File: src/design/chull_pkg.sv
package chull_pkg;

    localparam int MAX_POINTS_DEF  = 64;
    localparam int COORD_WIDTH_DEF = 16;
    localparam int MAX_OUT         = 64;

endpackage

File: src/design/chull_turn.sv
// Shared cross product unit, in three registered steps from start to done:
// the differences, then the two products, then the sign, which is valid with done.
module chull_turn #(
    parameter int CW = chull_pkg::COORD_WIDTH_DEF
) (
    input  logic                 clk,
    input  logic                 rst_n,
    input  logic                 start,
    input  logic signed [CW-1:0] ox,
    input  logic signed [CW-1:0] oy,
    input  logic signed [CW-1:0] ax,
    input  logic signed [CW-1:0] ay,
    input  logic signed [CW-1:0] bx,
    input  logic signed [CW-1:0] by,
    output logic                 done,
    output logic                 negative
);

    localparam int DW = CW + 1;
    localparam int PW = 2 * DW;

    logic signed [DW-1:0] dax_reg, day_reg, dbx_reg, dby_reg;
    logic signed [PW-1:0] p1_reg, p2_reg;
    logic [1:0] stage_reg;
    logic       neg_reg;
    logic       done_reg;

    always_ff @(posedge clk or negedge rst_n)
    begin
        if (!rst_n)
        begin
            stage_reg <= 2'b00;
            done_reg  <= 1'b0;
        end
        else
        begin
            stage_reg <= {stage_reg[0], start};
            done_reg  <= stage_reg[1];
        end
    end

    always_ff @(posedge clk)
    begin
        dax_reg <= DW'(ax) - DW'(ox);
        day_reg <= DW'(ay) - DW'(oy);
        dbx_reg <= DW'(bx) - DW'(ox);
        dby_reg <= DW'(by) - DW'(oy);
        p1_reg  <= PW'(dax_reg) * PW'(dby_reg);
        p2_reg  <= PW'(day_reg) * PW'(dbx_reg);
        neg_reg <= p1_reg < p2_reg;
    end

    assign done     = done_reg;
    assign negative = neg_reg;

endmodule

File: config.mk
export PLATFORM = sky130hd
export DESIGN_NAME = chull_turn
export DESIGN_NICKNAME = d
export VERILOG_FILES = /design/src/design/chull_pkg.sv /design/src/design/chull_turn.sv
export SDC_FILE = /design/constraint.sdc
export NUM_CORES = 2
export LEC_CHECK = 0
export BUFFER_PORTS_ARGS = -buffer_cell sky130_fd_sc_hd__buf_4
export CAP_MARGIN = 20
export CORE_MARGIN = 8
export CORE_UTILIZATION = 37
export CTS_BUF_LIST = sky130_fd_sc_hd__clkbuf_8
export DETAILED_ROUTE_END_ITERATION = 16
export PLACE_DENSITY_LB_ADDON = 0.3
export SETUP_SLACK_MARGIN = 0.05
export SLEW_MARGIN = 5
export SYNTH_ARGS = -nofsm -noshare
export SYNTH_HDL_FRONTEND = slang
export SYNTH_SLANG_ARGS = --single-unit
File: constraint.sdc
create_clock -name clk -period 11.8 [get_ports clk]
set_input_delay 0.59 -clock clk [delete_from_list [all_inputs] [get_ports clk]]
set_output_delay 0.59 -clock clk [all_outputs]
set_load 0.03 [all_outputs]
# After elaboration in Yosys (flattened, before gate mapping)
# Cells that the tools add are included.
# word_totals
input_bits	99
register_bits	140
wordCells	16
output_inout_bits	2
# op_classes
n_addsub	4
n_lt_le_gt_ge	1
n_mul	2
# ops
op	count
$mul 17x17->34	2
$sub 16x16->17	4
$lt 34x34->1	1

# Depth between registers and ports, before layout
# depth
depth_word	1
mapped_depth	25
ltp_nobuf	23

# Least setup slack after synthesis
# OpenSTA, ideal clock, no wires.
# synth_path
path_kind	register to register
from	reg dax_reg[16]
to	reg p1_reg[32]
setup_slack_ns	5.570
arrival_time_ns	6.158
synth_period_minus_slack_ns	6.230
t_required_ns	11.728
n_path_buf	1
setup_time_ns	0.072
path_stages_with_launch	21
path_cell_list	dfxtp_1 > clkbuf_1 > nand2_1 > inv_1 > fa_1 > fa_1 > fa_1 > fa_1 > fa_1 > inv_1 > fa_1 > inv_1 > ha_1 > or3_1 > a21oi_1 > o31ai_1 > or3_1 > o211ai_1 > or3b_1 > a21oi_2 > xnor2_1
# synth_between
elab_chain_cells	1
# synth_rtl
element	line	rtl
start: declaration	chull_turn.sv:22	logic signed [DW-1:0] dax_reg, day_reg, dbx_reg, dby_reg;
start signal: assignment	chull_turn.sv:44	dax_reg <= DW'(ax) - DW'(ox);
$mul 17x17->34	chull_turn.sv:48	p1_reg <= PW'(dax_reg) * PW'(dby_reg);
end signal: assignment	chull_turn.sv:48	
end: declaration	chull_turn.sv:23	logic signed [PW-1:0] p1_reg, p2_reg;
# Every way passes these cells.

# Worst setup path in the final report
# layout_path
from	reg dby_reg[2]
to	reg p1_reg[32]
# layout_between
elab_chain_cells	1
# layout_rtl
element	line	rtl
start: declaration	chull_turn.sv:22	
start signal: assignment	chull_turn.sv:47	dby_reg <= DW'(by) - DW'(oy);
$mul 17x17->34	chull_turn.sv:48	
# Every way passes these cells.

==> reports/results.ini <==
[outcome]
outcome = complete, no violations

[layout]
area_growth_pct = 7.35
final_common_cell = inv_1
drive_gt1_share_pct = 4.79
nNetsFinal = 4036
final_cell_mix = inv_1 (692), fa_1 (596), nand2_1 (328), and2_1 (290), ha_1 (267)

[die]
core_area_sq_um = 75700
std_cell_rows = 101
start_util_pct = 37.2
die_area_sq_um = 85200
io_pins = 101
die_w_microns = 292
die_h_microns = 292

[timing]
hold_viol = 0
worst_pin_slew_ns = 0.920
fin_skew_ns = 0.0206
layout_min_cycle_time_ns = 6.81
slew_violations = 0
report.final.setup_viol = 0
fin_crit_sh_pct = 57.7
whs_ns = 0.213
fmax_mhz = 147
fin_setup_tns_ns = 0
rsz0062_at_grt = false
max_slew_margin_pct = 38.2

[grt]
grt_first_pass_wirelength_microns = 110000
grt_usage_pct = 16.1
overflow = 0
antenna_found_initial = 9
grt_pass1_vias = 21200
grt_max_degree = 18

[setup_path]
cp_slowest_stage_delay_ns = 0.90
arrival_ns = 7.23
r2r_slack_ns = 4.99
crit_path_frequent_cell = fa_1
crit_type = flop to flop
worstRegToRegCells = 19
end_kind = flop
r2r_start = dby_reg[2]$_DFF_P_
crit_chain = nand2_1 -> inv_1 -> fa_1 -> fa_1 -> fa_1 -> fa_1 -> fa_1 -> inv_1 -> fa_1 -> inv_1 -> ha_1 -> or3_1 -> a21oi_1 -> o31ai_1 -> or3_1 -> o211ai_1 -> or3b_1 -> a21oi_2 -> xnor2_1
worstPathRequired_ns = 12.21
path_max_fanout = 17
crit_slowest_cell = fa_1
reg2reg_to = p1_reg[32]$_DFF_P_
startpoint_type = flop

[logic_synthesis]
syn_area_sq_um = 28200
yosysWarnings = 0
muxShareOfSynthArea_pct = 0.178
synth_edf_count = 0
synth_nets = 3993
ys_types = 65
synth_xor_area_share_pct = 3.27
synthSimpleGateAreaFrac_pct = 15.4
synth_compound_area_share_pct = 6.65
synth_top_area_cell = fa_1
ys_seq_elements = 140
synthCells = 3031
async_reset_ff_share_pct = 2.14
avgSynthCellArea_sq_um = 9.29
yosys.area_share.adder_pct = 54.2
ys_seq_area_share_pct = 10.0
synth_top_family_by_area = adder cells
synth_top_area_share_pct = 42.4
ys_top_cells_by_area = fa_1 (42%), ha_1 (12%), dfxtp_1 (9.7%)
synth_ff_type = dfxtp_1

[route]
vias = 19700
finalWirelength_microns = 65700
wl_per_cell_microns = 16.2
drt-initial-drc-count = 860
wl_met3_microns = 3330
wl_met2_microns = 32400
ant_nets = 0
viasPerCell = 4.85
drc_errors = 0
drt-met1-wl_microns = 28800
drtPass1Iterations = 5
routed.top_layer = met5

[placed_design]
gp_congestion = 0.855
portBuffers = 100
hpwl_microns = 57200

[clock_network]
cts_tree = built
insertion_delay_ns = 0.49
cts_made_buffers = 17
clock_sinks = 140
ctsRootBufferMaster = clkbuf_8
clockBufferDepth = 2
cts_resized = 0
clkTransAtPathRegs_ns = 0.10
htreeDepth = 4

[hold_path]
hp-class = primary input to flop
min_from = start
min_to = stage_reg[0]$_DFF_PN0_
worstHoldPathCells = 1

[run]
maxCapViolCount = 0

==> synth_stat cells (3+ instances only) <==
| master | n |
|---|---|
| inv_1 | 692 |
| fa_1 | 596 |
| nand2_1 | 328 |
| and2_1 | 290 |
| ha_1 | 267 |
| dfxtp_1 | 137 |
| nor2_1 | 98 |
| xnor2_1 | 79 |
| clkbuf_1 | 74 |
| a21oi_1 | 63 |
| o21ai_0 | 49 |
| nor3_1 | 40 |
| a21o_1 | 37 |
| nand3_1 | 32 |
| nor2b_1 | 26 |
| xor2_1 | 26 |
| o21a_1 | 23 |
| nand2b_1 | 16 |
| a211oi_1 | 12 |
| or3_1 | 12 |
| a21boi_0 | 9 |
| a221oi_1 | 9 |
| o31ai_1 | 9 |
| nand4_1 | 8 |
| o211ai_1 | 8 |
| a2111oi_0 | 7 |
| a31oi_1 | 7 |
| o21bai_1 | 6 |
| a41o_1 | 5 |
| and3_1 | 5 |
| mux2i_1 | 5 |
| nor4_1 | 5 |
| a41oi_1 | 4 |
| buf_1 | 4 |
| dfrtp_1 | 3 |
| o2bb2ai_1 | 3 |
| o31a_1 | 3 |
==> metrics by stage <==
stage	cell area [sq um]	instances	worst slack, ns	util, %
5_1_grt	30200	4066	4.56	39.9
4_1_cts	30200	4065	5.03	39.9
3_3_place_gp	29900	4032	5.17	39.4
3_5_place_dp	29900	4032	5.08	39.4
6_report	30200	4066	4.99	39.9
2_1_floorplan	28200	3031	5.57	-
==> cell families (layout without fill, tap and decap cells) <==
group | after synthesis | after routing
AOI/OAI and AO/OA | 274 | 274
xor gates and xnor gates | 105 | 105
adders and majority gates | 863 | 863
buffers and inverters | 772 | 828
DFF | 140 | 140
muxes | 5 | 5
other | 0 | 1
and+or+nand+nor | 872 | 872
==> layer usage <==
| metal | vias to the layer above | GRT usage, % |
|---|---|---|
| met2 | 380 | 27.7 |
| met5 | - | 0 |
| met3 | 77 | 2.84 |
| li1 | 9247 | - |
| met4 | 6 | 3.43 |
| met1 | 10000 | 21.3 |
==> how the worst max path moves through the flow <==
stage,startpoint,to,slack (ns),cells past startpoint
detailed placement,dby_reg[2]$_DFF_P_,p1_reg[32]$_DFF_P_,5.08,19
global placement,dby_reg[2]$_DFF_P_,p1_reg[32]$_DFF_P_,5.17,19
floorplan,dax_reg[16]$_DFF_P_,p1_reg[32]$_DFF_P_,5.57,20
CTS,dby_reg[2]$_DFF_P_,p1_reg[32]$_DFF_P_,5.03,19
finish,dby_reg[2]$_DFF_P_,p1_reg[32]$_DFF_P_,4.99,19
global route,dby_reg[2]$_DFF_P_,p1_reg[32]$_DFF_P_,4.56,19
==> area by class of cell <==
cell class | count | area [sq um]
fillers | 7587 | 45500
well taps | 978 | 1220
repair buffers | 104 | 783
clock inverters | 15 | 128
inverters | 692 | 2600
multi-input cells | 2119 | 22400
diodes | 1 | 2.50
clock buffers | 17 | 234
flip-flops and latches | 140 | 2820
==> timing repair <==
action | 4_1_cts | 5_1_grt
endpoints found under the setup margin | 0 | 0
hold buffers | 1 | 0
buffers inserted | 0 | 0
endpoints found under the hold margin | 3 | 0
==> worst max-delay path: cells and delay by family (launching register included) <==
kind                     cells  cell delay (ns)
flip-flops                   1             0.75
buffers and inverters        3             0.25
AND/OR/NAND/NOR              4             1.38
adder cells (fa/ha/maj)      7             3.65
AO/OA/AOI/OAI                4             0.61
XOR/XNOR                     1             0.12
Power is not shown: default switching activity piles up to over one toggle a cycle in this logic, so the estimate is an artifact.
